[src/hw/rtl/ncps_pkg.sv]
// Shared types, constants and codes for the neighbor cache parent selector.
`timescale 1ns / 1ps
package ncps_pkg;

  localparam int DEF_CACHE_ENTRIES = 8;
  localparam logic [6:0] SCORE_WORST = 7'd127;
  localparam logic [6:0] SCORE_SAT = 7'd126;
  localparam logic [3:0] PING_PHASE = 4'd3;
  localparam logic [2:0] AGE_PHASE = 3'd4;
  localparam logic [2:0] AGE_MOD = 3'd5;

  localparam logic [1:0] FUNC_HEARD = 2'd0;
  localparam logic [1:0] FUNC_SEND_DONE = 2'd1;
  localparam logic [1:0] FUNC_PING_RSP = 2'd2;
  localparam logic [1:0] FUNC_LOCAL_SEND = 2'd3;

  localparam logic [1:0] REG_LOCAL_ADDR = 2'd0;
  localparam logic [1:0] REG_MAX_HOPS = 2'd1;
  localparam logic [1:0] REG_TIMEOUT = 2'd2;
  localparam logic [1:0] REG_EVAL_PERIOD = 2'd3;

  typedef struct packed {
    logic [1:0] func;
    logic [15:0] sender_addr;
    logic [15:0] prior_addr;
    logic [6:0] hop_distance;
    logic [15:0] dest_addr;
  } req_t;

  typedef struct packed {
    logic parent_valid;
    logic [15:0] parent_addr;
    logic [4:0] send_distance;
    logic send_go;
    logic ping_request;
  } rsp_t;

  typedef enum logic [3:0] {
    ST_IDLE,
    ST_LOOKUP,
    ST_HIT,
    ST_SCAN_REP,
    ST_INSERT,
    ST_CHOOSE,
    ST_SNAP,
    ST_AGE,
    ST_FLUSH,
    ST_RECHOOSE,
    ST_DONE
  } state_t;

  // Commands from the controller to the datapath.
  typedef struct packed {
    logic load;       // latch request, do event count / send flags
    logic clr_idx;    // restart entry walk
    logic step_idx;   // advance entry walk
    logic lookup;     // compare one entry to the source
    logic hit_upd;    // apply update to found entry
    logic scan_rep;   // examine one entry for replacement
    logic insert;     // write replacement slot
    logic scan_min;   // examine one entry for parent choice
    logic take_min;   // commit chosen parent
    logic snap;       // capture result fields, ping, forward
    logic age;        // age one entry
    logic flush_all;  // drop one entry during cache clear
    logic clr_marks;  // clear all marks
    logic clr_count;  // clear event count
    logic out_load;   // present result
  } cmd_t;

  typedef struct packed {
    logic last_idx;
    logic found;
    logic parent_present;
    logic do_eval;
    logic age_phase;
    logic rechoose;
    logic flush_req;
    logic [1:0] func;
  } sts_t;

endpackage

[src/hw/rtl/neighbor_cache_parent_select.sv]
// Top level of the neighbor cache parent selector.
// Usage: present a request on in_req with in_valid; it is taken at an edge
// where in_valid is high and in_stall is low. Each request (packet heard, send
// done, ping response, local send) yields exactly one result on out_rsp,
// valid while out_valid is high, taken when out_stall is low.
// Ping response and local send do not walk the cache. A packet heard walks it
// to look up the sender, to pick a replacement slot on a miss and to choose a
// parent when none is present; at evaluation points it also walks it to age
// entries or clear the cache and to rechoose the parent, and send done takes
// only those evaluation walks. The walks visit one cache entry per cycle, so
// the entry count sets the rate; one request is in work at a time and the next
// one is taken after the result is presented.
// While a result waits under out_stall the block finishes the next request
// and holds it until the output register frees.
// Reset (rst_n low, synchronous) empties the cache, drops the parent, clears
// the event count and send busy flag, and loads register defaults.
// Write registers through cfg_we/cfg_index/cfg_data only while idle; the block itself does not enforce this.
`timescale 1ns / 1ps
module neighbor_cache_parent_select #(
  parameter int CACHE_ENTRIES = ncps_pkg::DEF_CACHE_ENTRIES
) (
  input  logic clk,
  input  logic rst_n,
  input  logic in_valid,
  output logic in_stall,
  input  ncps_pkg::req_t in_req,
  output logic out_valid,
  input  logic out_stall,
  output ncps_pkg::rsp_t out_rsp,
  input  logic cfg_we,
  input  logic [1:0] cfg_index,
  input  logic [15:0] cfg_data
);
  import ncps_pkg::*;

  logic [15:0] local_addr_r;
  logic [3:0] hop_limit_r;
  logic [6:0] timeout_r;
  logic [5:0] period_r;
  cmd_t cmd;
  sts_t sts;

  always_ff @(posedge clk) begin
    if (!rst_n) begin
      local_addr_r <= 16'd0;
      hop_limit_r <= 4'd8;
      timeout_r <= 7'd80;
      period_r <= 6'd40;
    end else if (cfg_we) begin
      case (cfg_index)
        REG_LOCAL_ADDR: local_addr_r <= cfg_data;
        REG_MAX_HOPS: hop_limit_r <= cfg_data[3:0];
        REG_TIMEOUT: timeout_r <= cfg_data[6:0];
        REG_EVAL_PERIOD: period_r <= cfg_data[5:0];
        default: ;
      endcase
    end
  end

  ncps_ctrl u_ctrl (
    .clk(clk), .rst_n(rst_n), .in_valid(in_valid), .in_stall(in_stall),
    .out_valid(out_valid), .out_stall(out_stall), .sts(sts), .cmd(cmd)
  );

  ncps_dp #(.CACHE_ENTRIES(CACHE_ENTRIES)) u_dp (
    .clk(clk), .rst_n(rst_n), .in_req(in_req), .local_addr(local_addr_r),
    .hop_limit(hop_limit_r), .timeout_level(timeout_r), .eval_period(period_r),
    .cmd(cmd), .sts(sts), .out_rsp(out_rsp)
  );
endmodule

[src/hw/rtl/ncps_ctrl.sv]
// Controller state machine sequencing the cache walks for one request.
`timescale 1ns / 1ps
module ncps_ctrl (
  input  logic clk,
  input  logic rst_n,
  input  logic in_valid,
  output logic in_stall,
  output logic out_valid,
  input  logic out_stall,
  input  ncps_pkg::sts_t sts,
  output ncps_pkg::cmd_t cmd
);
  import ncps_pkg::*;

  state_t state_r, state_nxt;
  logic out_valid_r, out_valid_nxt;

  always_ff @(posedge clk) begin
    if (!rst_n) begin
      state_r <= ST_IDLE;
      out_valid_r <= 1'b0;
    end else begin
      state_r <= state_nxt;
      out_valid_r <= out_valid_nxt;
    end
  end

  assign in_stall = (state_r != ST_IDLE);
  assign out_valid = out_valid_r;

  always_comb begin
    state_nxt = state_r;
    case (state_r)
      ST_IDLE: if (in_valid) begin
        state_nxt = (sts.func == FUNC_HEARD) ? ST_LOOKUP : ST_SNAP;
      end
      ST_LOOKUP: begin
        if (sts.found) state_nxt = ST_HIT;
        else if (sts.last_idx) state_nxt = ST_SCAN_REP;
      end
      ST_HIT: state_nxt = ST_CHOOSE;
      ST_SCAN_REP: if (sts.last_idx) state_nxt = ST_INSERT;
      ST_INSERT: state_nxt = ST_CHOOSE;
      ST_CHOOSE: if (sts.parent_present || sts.last_idx) state_nxt = ST_SNAP;
      ST_SNAP: begin
        if (!sts.do_eval) state_nxt = ST_DONE;
        else if (sts.age_phase) state_nxt = ST_AGE;
        else if (sts.rechoose) state_nxt = ST_RECHOOSE;
        else state_nxt = ST_DONE;
      end
      ST_AGE: begin
        if (sts.flush_req) state_nxt = ST_FLUSH;
        else if (sts.last_idx) state_nxt = sts.rechoose ? ST_RECHOOSE : ST_DONE;
      end
      ST_FLUSH: if (sts.last_idx) state_nxt = sts.rechoose ? ST_RECHOOSE : ST_DONE;
      ST_RECHOOSE: if (sts.last_idx) state_nxt = ST_DONE;
      ST_DONE: if (!out_valid_r || !out_stall) state_nxt = ST_IDLE;
      default: state_nxt = ST_IDLE;
    endcase
  end

  always_comb begin
    cmd = '0;
    out_valid_nxt = out_valid_r && out_stall;
    case (state_r)
      ST_IDLE: if (in_valid) begin
        cmd.load = 1'b1;
        cmd.clr_idx = 1'b1;
      end
      ST_LOOKUP: begin
        cmd.lookup = 1'b1;
        if (!sts.found) cmd.step_idx = 1'b1;
        if (sts.last_idx && !sts.found) cmd.clr_idx = 1'b1;
      end
      ST_HIT: begin
        cmd.hit_upd = 1'b1;
        cmd.clr_idx = 1'b1;
      end
      ST_SCAN_REP: begin
        cmd.scan_rep = 1'b1;
        cmd.step_idx = 1'b1;
      end
      ST_INSERT: begin
        cmd.insert = 1'b1;
        cmd.clr_idx = 1'b1;
      end
      ST_CHOOSE: begin
        if (!sts.parent_present) begin
          cmd.scan_min = 1'b1;
          cmd.step_idx = 1'b1;
          cmd.take_min = sts.last_idx;
        end
      end
      ST_SNAP: begin
        cmd.snap = 1'b1;
        cmd.clr_idx = 1'b1;
      end
      ST_AGE: begin
        if (sts.flush_req) begin
          cmd.clr_idx = 1'b1;
        end else begin
          cmd.age = 1'b1;
          cmd.step_idx = 1'b1;
          if (sts.last_idx) begin
            cmd.clr_marks = 1'b1;
            cmd.clr_idx = 1'b1;
          end
        end
      end
      ST_FLUSH: begin
        cmd.flush_all = 1'b1;
        cmd.step_idx = 1'b1;
        if (sts.last_idx) begin
          cmd.clr_marks = 1'b1;
          cmd.clr_idx = 1'b1;
        end
      end
      ST_RECHOOSE: begin
        cmd.scan_min = 1'b1;
        cmd.step_idx = 1'b1;
        if (sts.last_idx) begin
          cmd.take_min = 1'b1;
          cmd.clr_count = 1'b1;
        end
      end
      ST_DONE: if (!out_valid_r || !out_stall) begin
        cmd.out_load = 1'b1;
        out_valid_nxt = 1'b1;
      end
      default: ;
    endcase
  end

  a_stall_busy: assert property (@(posedge clk) disable iff (!rst_n)
    (state_r != ST_IDLE) |-> in_stall)
    else $error("input taken while busy");
  a_out_hold: assert property (@(posedge clk) disable iff (!rst_n)
    (out_valid_r && out_stall) |=> out_valid_r)
    else $error("result lost under stall");
  a_load_idle: assert property (@(posedge clk) disable iff (!rst_n)
    cmd.load |-> (state_r == ST_IDLE))
    else $error("load outside idle");
endmodule

[src/hw/rtl/ncps_dp.sv]
// Datapath: neighbor table, marks, counters and result registers.
`timescale 1ns / 1ps
module ncps_dp #(
  parameter int CACHE_ENTRIES = ncps_pkg::DEF_CACHE_ENTRIES
) (
  input  logic clk,
  input  logic rst_n,
  input  ncps_pkg::req_t in_req,
  input  logic [15:0] local_addr,
  input  logic [3:0] hop_limit,
  input  logic [6:0] timeout_level,
  input  logic [5:0] eval_period,
  input  ncps_pkg::cmd_t cmd,
  output ncps_pkg::sts_t sts,
  output ncps_pkg::rsp_t out_rsp
);
  import ncps_pkg::*;

  localparam int IW = $clog2(CACHE_ENTRIES);
  localparam logic [IW-1:0] LAST = IW'(CACHE_ENTRIES - 1);

  logic [CACHE_ENTRIES-1:0] used_r, heard_r, echo_r;
  logic [15:0] addr_r [CACHE_ENTRIES];
  logic [4:0] hops_r [CACHE_ENTRIES];
  logic [6:0] score_r [CACHE_ENTRIES];
  logic [IW-1:0] pslot_r, idx_r, sel_r;
  logic ppres_r, busy_r;
  logic [5:0] count_r;
  logic [7:0] best_r;
  logic best_ok_r;
  req_t req_r;
  rsp_t rsp_r, res_r;

  logic [4:0] drop_hops;
  logic is_par, mark_echo, hit_drop;
  logic [6:0] pkt_hops;
  logic signed [8:0] hsum, asum;
  logic [6:0] hsat, asat;
  logic [1:0] e_bit, h_bit;

  function automatic logic [6:0] sat(input logic signed [8:0] v);
    if (v < 0) return 7'd0;
    else if (v > $signed({2'b00, SCORE_SAT})) return SCORE_WORST;
    else return v[6:0];
  endfunction

  // Aging phase: count equal to AGE_PHASE modulo AGE_MOD
  function automatic logic age_hit(input logic [5:0] c);
    logic hit;
    hit = 1'b0;
    for (int k = int'(AGE_PHASE); k < 64; k += int'(AGE_MOD)) begin
      if (c == 6'(k)) hit = 1'b1;
    end
    return hit;
  endfunction

  assign drop_hops = {1'b0, hop_limit} + 5'd1;
  assign is_par = ppres_r && (pslot_r == idx_r);
  assign pkt_hops = req_r.hop_distance;
  assign mark_echo = (req_r.prior_addr == local_addr);
  assign hit_drop = (({5'd0, hops_r[idx_r]} < {3'd0, pkt_hops}) && is_par) ||
                    (pkt_hops > {3'd0, hop_limit});
  assign hsum = $signed({2'b00, score_r[idx_r]}) + $signed({2'b00, pkt_hops}) -
                $signed({4'b0, hops_r[idx_r]});
  assign hsat = sat(hsum);
  assign e_bit = {1'b0, echo_r[idx_r]};
  assign h_bit = {1'b0, heard_r[idx_r]};
  assign asum = $signed({2'b00, score_r[idx_r]}) + 9'sd3 -
                $signed({6'd0, e_bit, 1'b0}) - $signed({7'd0, h_bit});
  assign asat = sat(asum);

  always_comb begin
    sts.last_idx = (idx_r == LAST);
    sts.found = used_r[idx_r] && (addr_r[idx_r] == req_r.sender_addr);
    sts.parent_present = ppres_r;
    sts.do_eval = (req_r.func == FUNC_HEARD) || (req_r.func == FUNC_SEND_DONE);
    sts.age_phase = age_hit(count_r);
    sts.rechoose = (count_r == eval_period);
    sts.flush_req = used_r[idx_r] && (score_r[idx_r] > timeout_level) && is_par;
    sts.func = in_req.func;
  end

  always_ff @(posedge clk) begin
    if (!rst_n) begin
      used_r <= '0;
      heard_r <= '0;
      echo_r <= '0;
      pslot_r <= '0;
      ppres_r <= 1'b0;
      busy_r <= 1'b0;
      count_r <= '0;
      idx_r <= '0;
      for (int i = 0; i < CACHE_ENTRIES; i++) begin
        hops_r[i] <= 5'd9;
        score_r[i] <= SCORE_WORST;
      end
    end else begin
      if (cmd.clr_idx) idx_r <= '0;
      else if (cmd.step_idx) idx_r <= idx_r + IW'(1);

      if (cmd.load) begin
        req_r <= in_req;
        best_r <= {1'b0, SCORE_WORST};
        best_ok_r <= 1'b0;
        sel_r <= '0;
        res_r <= '0;
        case (in_req.func)
          FUNC_HEARD: count_r <= count_r + 6'd1;
          FUNC_SEND_DONE: begin
            count_r <= count_r + 6'd1;
            busy_r <= 1'b0;
          end
          FUNC_PING_RSP: if (ppres_r && addr_r[pslot_r] == in_req.sender_addr) begin
            echo_r[pslot_r] <= 1'b1;
            heard_r[pslot_r] <= 1'b1;
          end
          FUNC_LOCAL_SEND: if (ppres_r && !busy_r) begin
            busy_r <= 1'b1;
            res_r.send_go <= 1'b1;
          end
          default: ;
        endcase
      end

      if (cmd.lookup && !sts.found) begin
        // on a miss at the first entry, clear best_r for the replacement scan, which reuses it as worst+1
        if (idx_r == '0) begin
          best_r <= '0;
        end
      end

      if (cmd.hit_upd) begin
        if (hit_drop) begin
          used_r[idx_r] <= 1'b0;
          hops_r[idx_r] <= drop_hops;
          score_r[idx_r] <= SCORE_WORST;
          heard_r[idx_r] <= 1'b0;
          echo_r[idx_r] <= 1'b0;
          if (is_par) ppres_r <= 1'b0;
        end else begin
          hops_r[idx_r] <= pkt_hops[4:0];
          score_r[idx_r] <= hsat;
          if (mark_echo) echo_r[idx_r] <= 1'b1;
          else heard_r[idx_r] <= 1'b1;
        end
        best_r <= {1'b0, SCORE_WORST};
      end

      if (cmd.scan_rep) begin
        if (!is_par && ({1'b0, score_r[idx_r]} + 8'd1 > best_r)) begin
          best_r <= {1'b0, score_r[idx_r]} + 8'd1;
          sel_r <= idx_r;
        end
        if (idx_r == '0 && is_par) best_r <= '0;
      end

      if (cmd.insert) begin
        best_r <= {1'b0, SCORE_WORST};
        if (pkt_hops <= {3'd0, hop_limit}) begin
          used_r[sel_r] <= 1'b1;
          addr_r[sel_r] <= req_r.sender_addr;
          hops_r[sel_r] <= pkt_hops[4:0];
          score_r[sel_r] <= pkt_hops;
          if (mark_echo) echo_r[sel_r] <= 1'b1;
          else heard_r[sel_r] <= 1'b1;
        end
      end

      if (cmd.scan_min) begin
        if (used_r[idx_r] && ({1'b0, score_r[idx_r]} < best_r)) begin
          best_r <= {1'b0, score_r[idx_r]};
          sel_r <= idx_r;
          best_ok_r <= 1'b1;
        end
      end
      if (cmd.take_min) begin
        if (best_ok_r || (used_r[idx_r] && ({1'b0, score_r[idx_r]} < best_r))) begin
          ppres_r <= 1'b1;
          pslot_r <= (used_r[idx_r] && ({1'b0, score_r[idx_r]} < best_r)) ? idx_r : sel_r;
        end
        best_ok_r <= 1'b0;
        best_r <= {1'b0, SCORE_WORST};
      end
      if (cmd.clr_count) count_r <= '0;

      if (cmd.snap) begin
        best_r <= {1'b0, SCORE_WORST};
        best_ok_r <= 1'b0;
        res_r.parent_valid <= ppres_r;
        res_r.parent_addr <= ppres_r ? addr_r[pslot_r] : 16'd0;
        res_r.send_distance <= ppres_r ? hops_r[pslot_r] + 5'd1 : 5'd0;
        res_r.ping_request <= sts.do_eval && (count_r[3:0] == PING_PHASE) && ppres_r;
        if (req_r.func == FUNC_HEARD && ppres_r && req_r.dest_addr == local_addr &&
            !busy_r) begin
          busy_r <= 1'b1;
          res_r.send_go <= 1'b1;
        end
      end

      if (cmd.age && used_r[idx_r]) begin
        if (score_r[idx_r] > timeout_level) begin
          used_r[idx_r] <= 1'b0;
          hops_r[idx_r] <= drop_hops;
          score_r[idx_r] <= SCORE_WORST;
        end else begin
          score_r[idx_r] <= asat;
        end
      end
      if (cmd.flush_all) begin
        used_r[idx_r] <= 1'b0;
        hops_r[idx_r] <= drop_hops;
        score_r[idx_r] <= SCORE_WORST;
        ppres_r <= 1'b0;
      end
      if (cmd.clr_marks) begin
        heard_r <= '0;
        echo_r <= '0;
      end
      if (cmd.out_load) rsp_r <= res_r;
    end
  end

  assign out_rsp = rsp_r;

  a_sel_range: assert property (@(posedge clk) disable iff (!rst_n)
    cmd.take_min |=> (!ppres_r || used_r[pslot_r]))
    else $error("parent slot not in use");
  a_busy_go: assert property (@(posedge clk) disable iff (!rst_n)
    (cmd.snap && res_r.send_go) |-> (req_r.func == FUNC_LOCAL_SEND))
    else $error("double send");
  a_flush_clear: assert property (@(posedge clk) disable iff (!rst_n)
    (cmd.flush_all && sts.last_idx) |=> !ppres_r)
    else $error("parent survives flush");
endmodule
[config.mk]
export PLATFORM = sky130hd
export DESIGN_NAME = neighbor_cache_parent_select
export DESIGN_NICKNAME = d
export VERILOG_FILES = /design/src/hw/rtl/ncps_pkg.sv /design/src/hw/rtl/neighbor_cache_parent_select.sv /design/src/hw/rtl/ncps_ctrl.sv /design/src/hw/rtl/ncps_dp.sv
export SDC_FILE = /design/constraint.sdc
export NUM_CORES = 1
export LEC_CHECK = 0
export BUFFER_PORTS_ARGS = -buffer_cell sky130_fd_sc_hd__clkbuf_2
export CAP_MARGIN = 20
export CORE_AREA = 2 2 191 193
export DETAILED_ROUTE_END_ITERATION = 12
export DIE_AREA = 0 0 193 195
export PLACE_DENSITY = 0.77
export SLEW_MARGIN = 10
export SYNTH_ARGS = -nofsm -noshare
export SYNTH_HDL_FRONTEND = slang
export SYNTH_SLANG_ARGS = --single-unit
[constraint.sdc]
create_clock -name clk -period 7.6 [get_ports clk]
set_input_delay 0.38 -clock clk [delete_from_list [all_inputs] [get_ports clk]]
set_output_delay 0.38 -clock clk [all_outputs]
set_load 0.01 [all_outputs]
==> metrics, run 1 <==
critical path capture point type=flop; I/O Pins=106; dpl ws=just over 2 ns; nets=2008; Worst Hold Path EP=u_dp.req_r[53]; Area Growth Syn to Fin=13.1%; asr flop ratio synth=0%; cell mode on critical path=o31a_1; effective utilization at floorplan=about three fifths; Detailed Route Iter0 Violations=1543; Worst Skew=0.0253 ns; CTS tree=done; DRC errors left=0; Mean Syn Cell Area=12.6 sq um; vias in the first global route=15099; Warnings, synthesis=0; crit path max fanout=42; Min-Delay Path Class=primary input to flop; # diodes=0; Clock power frac=36.3%; final total power=about 0.0059 W; Max Cap Violations=0; crit-path max cell delay=about 0.65 ns; Final Max Tran Viols=0; Setup TNS=0 ns; worst slew pin tran=1.16 ns; fmax=181 MHz; CP Class=flop to flop; Gate power share=16.4%; power per standard cell area=approximately 240 nW/um^2; Port Buf Inserts=roughly 110; Mapped Cells=1725; Total GRT Usage=29.8%; Hold Crit Start=in_req[53]; Hold Violations, Final=0; switching pwr=0.00165 W; Chip Height=195 um; Pleak=8.26 nW; total grt overflow=0; R2R Path End=u_dp.score_r[3][1]; worst hold stages=1; register area share after synthesis=54.7%; antenna viol nets, final=0; most frequent cells in the layout=edfxtp_1, nand2_1, nor2_1; Tcrit/Tclk final=72.6%; number of library cell types mapped by synthesis=86; layout cell share with drive strength beyond 1=between 10% and 20%; clk sinks=423; H-tree depth=2; RSZ-0062 raised after global routing=no; GP Congestion=0.951; commonest non-fill, non-tap cell in the layout=edfxtp_1; switching part of the total=27.8%; Required @ worst endpoint=between 7 and 8 ns; placed cells=2238; drt total wl=55600 um; Clock Tree Root=clkbuf_16; main flop type after synthesis=edfxtp_1; first-pass GRT wire length=approximately 85000 um; VDD IR max=0.000202 V; final setup fails=0; Seq cells post-synth=423; die width=193 um; core area=35400 sq um; vias=15219; Non-Filler Instances=2365; Num CTS Buffers=between 40 and 50; CTS Buffer Depth=3; DR vias/cell=6.44; syn nets=between 1500 and 2000; clk slew on worst S/H paths=about 0.060 ns; Crit-path slowest cell=buf_4; mapped cell area=between 20000 and 25000 sq um; internal power=0.00429 W; critical-path cell list=buf_4 -> mux4_2 -> mux2_2 -> fa_1 -> inv_1 -> ha_1 -> nor2b_1 -> o31a_1 -> o31a_1 -> or3b_2 -> a211oi_1 -> o21ai_0 -> o211ai_1 -> nand3_1; FP Rows=69; Reg power frac=47.3%; fin crit period=5.52 ns; Slew Limit Headroom=22.3%; die footprint=37600 sq um; final core occ=69.5%; clk_lat worst skew=0.58 ns; HPWL after DPL=37400 um; outcome=finished clean; EDFF count, synth=between 300 and 400; setup ws final=2.08 ns; DRT Pass-1 Iters=5; antenna violations before repair=0; post-detailed-route wirelength per cell=23.5 um; R2R Setup Slk=between 2 and 2.5 ns; Setup crit start kind=flop; worst r2r path cells=14; largest net degree at the start of global routing=58; Critical Path AT=5.79 ns
[registers in the layout, summed over array words and instances, names as in the netlist, 3 cells and up, named ones only]
| signal | flops |
|---|---|
| hop_limit_r | 4 |
| local_addr_r | 16 |
| period_r | 6 |
| timeout_r | 7 |
| u_ctrl.state_r | 4 |
| u_dp.addr_r | 128 |
| u_dp.best_r | 8 |
| u_dp.count_r | 6 |
| u_dp.echo_r | 8 |
| u_dp.heard_r | 8 |
| u_dp.hops_r | 40 |
| u_dp.idx_r | 3 |
| u_dp.out_rsp | 24 |
| u_dp.pkt_hops | 7 |
| u_dp.pslot_r | 3 |
| u_dp.req_r | 50 |
| u_dp.res_r | 24 |
| u_dp.score_r | 56 |
| u_dp.sel_r | 3 |
| u_dp.used_r | 8 |
[worst max-delay path by stage]
stage,end,slack (ns),cells past startpoint,from
floorplan,u_dp.score_r[5][4],1.97,19,flop
global placement,u_dp.score_r[6][4],2.19,14,flop
detailed placement,u_dp.score_r[7][4],2.06,14,flop
CTS,u_dp.score_r[7][4],2.06,14,flop
global route,u_dp.score_r[7][4],1.65,17,flop
finish,u_dp.score_r[3][1],2.08,14,flop
[Yosys cell counts, types with 5 or more instances]
library cell / count / area share [%]
a21oi_1: 80 / 1.8
a221oi_1: 7 / 0.28
dfxtp_1: 82 / 7.6
edfxtp_1: 341 / 47
mux2_2: 14 / 0.73
nand4_1: 12 / 0.35
or2_2: 9 / 0.26
buf_1: 7 / 0.12
a31oi_1: 11 / 0.32
a21o_1: 11 / 0.38
nand2b_1: 23 / 0.66
o22ai_1: 7 / 0.20
nor3_1: 42 / 0.97
o211ai_1: 17 / 0.59
xnor2_1: 56 / 2.3
o21ai_0: 45 / 1.0
mux2i_1: 71 / 3.3
buf_2: 10 / 0.23
a22oi_1: 8 / 0.28
inv_1: 70 / 1.2
nor4_1: 21 / 0.60
nor2_1: 143 / 2.5
and4_1: 5 / 0.20
xor2_1: 42 / 1.7
nand2_1: 188 / 3.2
o21a_1: 12 / 0.41
and3_1: 11 / 0.32
mux4_2: 75 / 7.8
clkbuf_1: 47 / 0.81
nor2b_1: 12 / 0.35
ha_1: 54 / 3.1
mux4_1: 23 / 2.8
a211oi_1: 10 / 0.35
nand3_1: 47 / 1.1
or3_1: 9 / 0.26
fa_1: 6 / 0.55
[layout make-up]
type | count | area (sq um)
fill | 2414 | 10800
clock inverter | 25 | 203
tap | 461 | 577
inverter | 73 | 274
sequential | 423 | 11900
clock buffer | 57 | 1250
multi-input combinational | 1154 | 9250
timing repair buffer | 172 | 1140
[power groups by stage]
| stage | logic, W | registers, W | clock network (W) |
|---|---|---|---|
| after floorplan | 0.000724 | 0.00278 | 0 |
| after CTS | 0.000952 | 0.00281 | 0.00218 |
| final | 0.000976 | 0.00281 | 0.00216 |
| after global routing | 0.00106 | 0.00283 | 0.00227 |
| after global placement | 0.000911 | 0.00285 | 0 |
| after detailed placement | 0.000924 | 0.00286 | 0 |
[metrics by stage]
step	cell area (sq um)	hold WS, ns
after floorplan	21700	0.400
after global placement	22700	0.400
after detailed placement	22700	0.405
after CTS	24600	0.000974
after global routing	24600	0.00122
final	24600	0.0262
[worst max-delay path: cells and delay by family, from the launching register on]
family,cells,cell delay [ns]
compound gates,5,1.47
fa+ha+maj,2,0.84
buf+inv,2,0.69
flops,1,0.62
mux,2,0.70
simple gates,3,0.86
[kinds of logic after synthesis]
logic type,Yosys count,share of synthesized area (%)
AO/OA/AOI/OAI,257,7.94
flip-flops,423,54.7
buffers and inverters,148,3.05
XOR/XNOR,98,3.95
AND/OR/NAND/NOR,554,12.1
multiplexers,185,14.7
adder cells (fa/ha/maj),60,3.66
[timing repair]
| action | in CTS | in global routing |
|---|---|---|
| hold buffers | 42 | 0 |
| buffers inserted | 0 | 0 |
| resized for setup | 0 | 0 |
| hold endpoints to repair | 42 | 0 |
[layer usage]
metal	GRT usage (%)	part of all wire, %
met2	49.4	49
met1	38.8	39
met4	13.0	4.6
met5	0	0
met3	5.16	7.3
Power figures use the tool's default switching activity.
==> run 2: changes to the inputs <==
Settings changed: ABC_AREA from default to 1, CORE_AREA 2 2 191 193 to 2 2 205 207, DIE_AREA 0 0 193 195 to 0 0 207 209, PLACE_DENSITY 0.77 to 0.73.
Clock period 7.6 ns to 4.7 ns, I/O delays scaled along.
==> run 2 against run 1 <==
  * Synthesized cell count rose by 50%
  * Clock skew fell by 0.0054 ns
  * Global-route usage fell by 0.093 points
  * Maximum frequency rose by 27%
  * Critical endpoint is now u_dp.score_r[6][2]
  * Combinational power rose to 3.1 times the previous value
==> metrics, run 2 <==
main flop type after synthesis=edfxtp_1; largest reg by FF count=u_dp.addr_r; hold slack=0.0636 ns (+0.0374 ns); post-synthesis adder-cell area fraction=3.51% (-0.15 points); simple-gate share of the synthesized area=20.6% (+8.6 points); Worst Skew=0.0200 ns (-0.00538 ns); Tcrit/Tclk final=92.8% (+20 points); VDD IR max=0.000319 V (+58%); internal power=0.00775 W (+81%); Mapped Cells=2591 (+50%); CTS tree=done; vias in the first global route=19037 (+26%); drt total wl=64500 um (+16%); Warnings, synthesis=0 (unchanged); main combinational cell family by area after synthesis=simple AND/OR/NAND/NOR gates; most frequent cells in the layout=nand2_1, edfxtp_1, nor2_1; Seq cells post-synth=423 (unchanged); top post-synthesis cells by area=edfxtp_1, nand2_1, dfxtp_1; post-detailed-route wirelength per cell=19.2 um (-18%); die footprint=43300 sq um (+15%); max reg flops=128 (unchanged); H-tree depth=2 (unchanged); CTS Buffer Depth=3 (unchanged); layout cell share with drive strength beyond 1=12.4% (-5.9 points); worst slew pin tran=1.03 ns (-0.138 ns); post-synth top area cell=edfxtp_1; Hold Violations, Final=0 (unchanged); die width=207 um (+7.3%); DR vias/cell=5.74 (-11%); Reg power frac=39.2% (-8.1 points); asr flop ratio synth=0% (unchanged); Total GRT Usage=29.8% (-0.093 points); effective utilization at floorplan=54.9% (-6.5 points); HPWL after DPL=43700 um (+17%); total grt overflow=0 (unchanged); core area=41300 sq um (+17%); final setup fails=0 (unchanged); CP Class=flop to flop; critical path capture point type=flop; Top Registers=u_dp.addr_r x128, u_dp.score_r x56, u_dp.req_r x50; clk slew on worst S/H paths=0.06 ns (about the same); largest net degree at the start of global routing=106 (+83%); GP Congestion=0.944 (-0.77%); # diodes=0 (unchanged); Compound-Gate Fraction of Synth Area=13.3% (+5.3 points); Max Cap Violations=0 (unchanged); Num CTS Buffers=46 (+4.5%); Chip Height=209 um (+7.2%); syn nets=2731 (+46%); RSZ-0062 raised after global routing=no; outcome=finished clean; commonest non-fill, non-tap cell in the layout=nand2_1; # fillers=3419 (+42%); Mean Syn Cell Area=8.75 sq um (-31%); crit path max fanout=15 (-64%); clk_lat worst skew=0.59 ns (about the same); DRC errors left=0 (unchanged); FP Rows=75 (+8.7%); power per standard cell area=439 nW/um^2 (+81%); mapped cell area=22700 sq um (+4.3%); Yosys top cell area share=45.2% (-1.9 points); final core occ=63.5% (-6.0 points); Slew Limit Headroom=31.5% (+9.2 points); Post-Synth XOR/XNOR Area=2.43% (-1.5 points); Pleak=10.5 nW (+27%); DRT Pass-1 Iters=6 (+1); nets=2917 (+45%); vias=19241 (+26%); Clock power frac=34.2% (-2.1 points); antenna viol nets, final=0 (unchanged); placed cells=3195 (+43%); Critical Path AT=4.67 ns (-1.12 ns); top-count cell post-synth=nand2_1; Post-synth top cells=nand2_1, edfxtp_1, nor2_1, inv_1, o21ai_0; Setup TNS=0 ns (unchanged); Setup crit start kind=flop; fmax=229 MHz (+27%); switching pwr=0.00375 W (+130%); mux share of post-synthesis cell area=0.149% (-15 points); Port Buf Inserts=105 (unchanged); Final Max Tran Viols=0 (unchanged); final total power=0.0115 W (+94%); Non-Filler Instances=3354 (+42%); I/O Pins=106 (unchanged); Min-Delay Path Class=primary input to flop; EDFF count, synth=341 (unchanged); Required @ worst endpoint=5.01 ns (-2.86 ns); switching part of the total=32.6% (+4.8 points); fin crit period=4.36 ns (-1.16 ns); Detailed Route Iter0 Violations=1916 (+24%); Clock Tree Root=clkbuf_16; antenna violations before repair=0 (unchanged); first-pass GRT wire length=102000 um (+20%); register area share after synthesis=52.4% (-2.3 points); Gate power share=26.6% (+10 points); clk sinks=423 (unchanged); number of library cell types mapped by synthesis=56 (-35%); Area Growth Syn to Fin=15.6%
[run 2: cell type report]
cell class | count | area (sq um) | share of cell area [%]
Clock inverter | 27 | 383 | 1.46
Timing Repair Buffer | 233 | 1710 | 6.52
Multi-Input combinational cell | 1764 | 9140 | 34.9
Tap cell | 539 | 674 | 2.57
Clock buffer | 59 | 1250 | 4.77
Sequential cell | 423 | 11900 | 45.4
Inverter | 309 | 1160 | 4.44
[run 2: critical path, stage by stage, from the launching register on]
cell and delay, ns:
dfxtp_2 0.41, inv_4 0.23, buf_4 0.27, o21ai_1 0.09, o22ai_1 0.11, inv_1 0.07
o21ai_2 0.30, ha_1 0.34, a21oi_1 0.21, o21a_1 0.14, a22oi_1 0.15, nand3_1 0.16
nand2_1 0.14, inv_2 0.10, nand2_1 0.10, nor3_1 0.21, buf_4 0.18, nor2_2 0.05
buf_4 0.19, nor2_2 0.47, nand2_1 0.14
[run 2: per-layer routing]
| metal | track usage, % | vias to the layer above | share of wire (%) |
|---|---|---|---|
| met5 | 0 | - | 0 |
| met4 | 13.5 | 0 | 4.2 |
| met3 | 4.28 | 182 | 7.7 |
| met2 | 50.5 | 906 | 49 |
| met1 | 37.9 | 9036 | 39 |
| li1 | - | 9117 | - |
[run 2: path summary, 6_finish.rpt]
check	start	depth (start not counted)	endpoint	slack [ns]
worst min register to register	u_dp.res_r[7]	0	u_dp.out_rsp[7]	0.42
worst max-delay path	flop	20	u_dp.score_r[6][2]	0.34
worst min-delay path	cfg_index[1]	3	hop_limit_r[3]	0.06
worst max register to register	flop	20	u_dp.score_r[6][2]	0.34
[run 2: cell families after synthesis]
group                    count (synthesis)
flip-flops                             423
XOR/XNOR                                63
buffers and inverters                  404
multiplexers                             3
AND/OR/NAND/NOR                       1086
AO/OA/AOI/OAI                          552
adder cells (fa/ha/maj)                 60
[run 2: power by group through the flow]
stage	combinational [W]	clock (W)	sequential, W
final	0.00306	0.00393	0.00451
after global routing	0.00345	0.00411	0.00453
after CTS	0.00300	0.00396	0.00450
after detailed placement	0.00293	0	0.00458
after global placement	0.00287	0	0.00457
after floorplan	0.00227	0	0.00451
[run 2: what timing repair did]
item,in CTS,in global routing
setup buffers,0,0
endpoints found under the hold margin,81,0
hold buffers,73,0
resized for setup,0,7
setup endpoints to repair,0,54
[run 2: through the flow]
step                worst slack (ns)  area, sq um
global placement               0.392        23800
floorplan                      0.321        22700
CTS                            0.286        26200
global route                  0.0194        26200
finish                         0.339        26200
detailed placement             0.355        23800
==> run 3: changes to the inputs <==
--- a/config.mk
+++ b/config.mk
@@ -9,7 +9,7 @@
 export BUFFER_PORTS_ARGS = -buffer_cell sky130_fd_sc_hd__clkbuf_2
 export CAP_MARGIN = 20
-export CORE_AREA = 2 2 205 207
+export CORE_AREA = 2 2 168 252
 export DETAILED_ROUTE_END_ITERATION = 12
-export DIE_AREA = 0 0 207 209
+export DIE_AREA = 0 0 170 254
 export PLACE_DENSITY = 0.73
 export SLEW_MARGIN = 10
==> constraint.sdc (replaced) <==
create_clock -name clk -period 4.7 [get_ports clk]
set_input_delay 0.705 -clock clk [delete_from_list [all_inputs] [get_ports clk]]
set_output_delay 0.705 -clock clk [all_outputs]
set_load 0.01 [all_outputs]
==> run 3 against run 2 <==
  * Sequential cell count unchanged
  * Sequential share of layout area grew 2.1 points
  * Design area shrank 4.4%
  * Critical endpoint is now u_dp.hops_r[5][3]
  * Largest power group unchanged
  * Highest routed layer unchanged
==> metrics, run 3 (synthesis results as in run 2) <==
outcome=finished clean; largest reg by FF count=u_dp.addr_r; antenna viol nets, final=0 (unchanged); clk_lat worst skew=0.56 ns (-0.03 ns); Hold Buf Count CTS=0 (-100%); core area=41000 sq um (-0.73%); Pleak=9.95 nW (-4.8%); DR vias/cell=5.87 (+2.4%); CP Depth=16 (-20%); Setup crit start kind=flop; VDD IR max=0.000464 V (+45%); first-pass GRT wire length=97400 um (-4.2%); total grt overflow=0 (unchanged); Hold Violations, Final=0 (unchanged); die width=170 um (-18%); HPWL after DPL=44900 um (+2.5%); power per standard cell area=430 nW/um^2 (-2.0%); R2R Setup Slk=0.29 ns (-0.05 ns); Chip Height=254 um (+22%); crit path max fanout=18 (+3); CP Class=flop to flop; Detailed Route Iter0 Violations=1964 (+2.5%); Max Cap Violations=0 (unchanged); Highest Signal Layer=met4; hold slack=0.317 ns (+0.253 ns); GP Congestion=0.953 (+1.0%); effective utilization at floorplan=55.3% (+0.40 points); Top Registers=u_dp.addr_r x128, u_dp.score_r x56, u_dp.req_r x50; worst slew pin tran=1.04 ns (+0.0177 ns); post-detailed-route wirelength per cell=19.8 um (+2.7%); met3 wire length=4200 um (-15%); Critical Path AT=4.68 ns (about the same); FP Rows=91 (+21%); H-tree depth=2 (unchanged); CTS tree=done; Crit-path slowest cell=o21ai_1; worst r2r path cells=16 (-20%); most frequent cells in the layout=nand2_1, edfxtp_1, nor2_1; Clock Tree Root=clkbuf_16; vias in the first global route=18440 (-3.1%); final setup fails=0 (unchanged); die footprint=43200 sq um (-0.19%); drt total wl=63800 um (-1.1%); DRC errors left=0 (unchanged); layout cell share with drive strength beyond 1=12.0% (-0.41 points); critical-path cell list=inv_2 -> buf_4 -> nor2_1 -> o21ai_0 -> a31oi_1 -> ha_1 -> a21oi_1 -> o21ai_0 -> nand4_1 -> o311ai_0 -> nand2_1 -> inv_1 -> nand3_1 -> nand2_2 -> o21ai_1 -> nand2_1; Non-Filler Instances=3231 (-3.7%); Worst Skew=0.0192 ns (-0.000754 ns); Worst Hold Path EP=u_dp.req_r[29]; Port Buf Inserts=105 (unchanged); final total power=0.0108 W (-6.3%); Area Growth Syn to Fin=10.6%; R2R Path End=u_dp.hops_r[5][3]; antenna violations before repair=0 (unchanged); largest net degree at the start of global routing=106 (unchanged); Min-Delay Path Class=primary input to flop; fmax=227 MHz (-1.2%); wl on met1=22200 um (-13%); nets=2830 (-3.0%); I/O Pins=106 (unchanged); Num CTS Buffers=41 (-11%); Tcrit/Tclk final=93.9% (+1.1 points); metal2 WL=32100 um (+2.1%); WP buf/inv=3 (-3); critical path capture point type=flop; Total GRT Usage=29.5% (-0.24 points); # diodes=0 (unchanged); clk sinks=423 (unchanged); CTS Buffer Depth=3 (unchanged); placed cells=3158 (-1.2%); final core occ=61.1% (-2.3 points); clk slew on worst S/H paths=0.06 ns (about the same); Slew Limit Headroom=30.3% (-1.3 points); commonest non-fill, non-tap cell in the layout=nand2_1; Final Max Tran Viols=0 (unchanged); fin crit period=4.41 ns (+0.0511 ns); Hold Crit Start=in_req[29]; max reg flops=128 (unchanged); DRT Pass-1 Iters=6 (unchanged); vias=18978 (-1.4%); Setup TNS=0 ns (unchanged); Largest delay share family, worst path=compound AO/OA/AOI/OAI gates; crit-path max cell delay=0.77 ns (+0.30 ns); worst hold stages=1 (-2); Required @ worst endpoint=4.96 ns (-0.05 ns)
-- run 3: what timing repair did --
item,in CTS,in global routing
buffers inserted,0,0
gates resized for setup,0,7
endpoints found under the setup margin,0,70
-- run 3: layout make-up --
class / instances / area (sq um)
Multi-Input combinational cell: 1764 / 9140
Clock inverter: 15 / 113
Fill cell: 3454 / 15900
Sequential cell: 423 / 11900
Timing Repair Buffer: 151 / 916
Tap cell: 511 / 639
Clock buffer: 58 / 1200
Inverter: 309 / 1160
-- run 3: layer usage --
metal / GRT usage, % / vias to the layer above
met5: 0 / -
met4: 22.1 / 0
met3: 4.02 / 303
met2: 52.4 / 955
met1: 31.9 / 8788
li1: - / 8932
-- run 3: worst max-delay path by stage --
stage	start	end	slack [ns]
after floorplan	flop	u_dp.score_r[6][4]	0.32
after global placement	flop	u_dp.score_r[6][5]	0.35
after detailed placement	flop	u_dp.score_r[2][6]	0.16
after CTS	flop	u_dp.score_r[2][6]	0.14
after global routing	flop	u_dp.score_r[2][4]	-0.01
final	flop	u_dp.hops_r[5][3]	0.29
-- run 3: stage by stage --
stage / worst slack [ns] / area, sq um
detailed placement: 0.163 / 23700
finish: 0.288 / 25100
CTS: 0.142 / 25000
global placement: 0.353 / 23700
global route: -0.0145 / 25100
floorplan: 0.321 / 22700
-- run 3: power breakdown --
| part | internal (W) | switching [W] |
|---|---|---|
| combinational | 0.000974 | 0.00202 |
| clock | 0.00185 | 0.00142 |
| sequential | 0.00433 | 0.000182 |
| total | 0.00715 | 0.00362 |
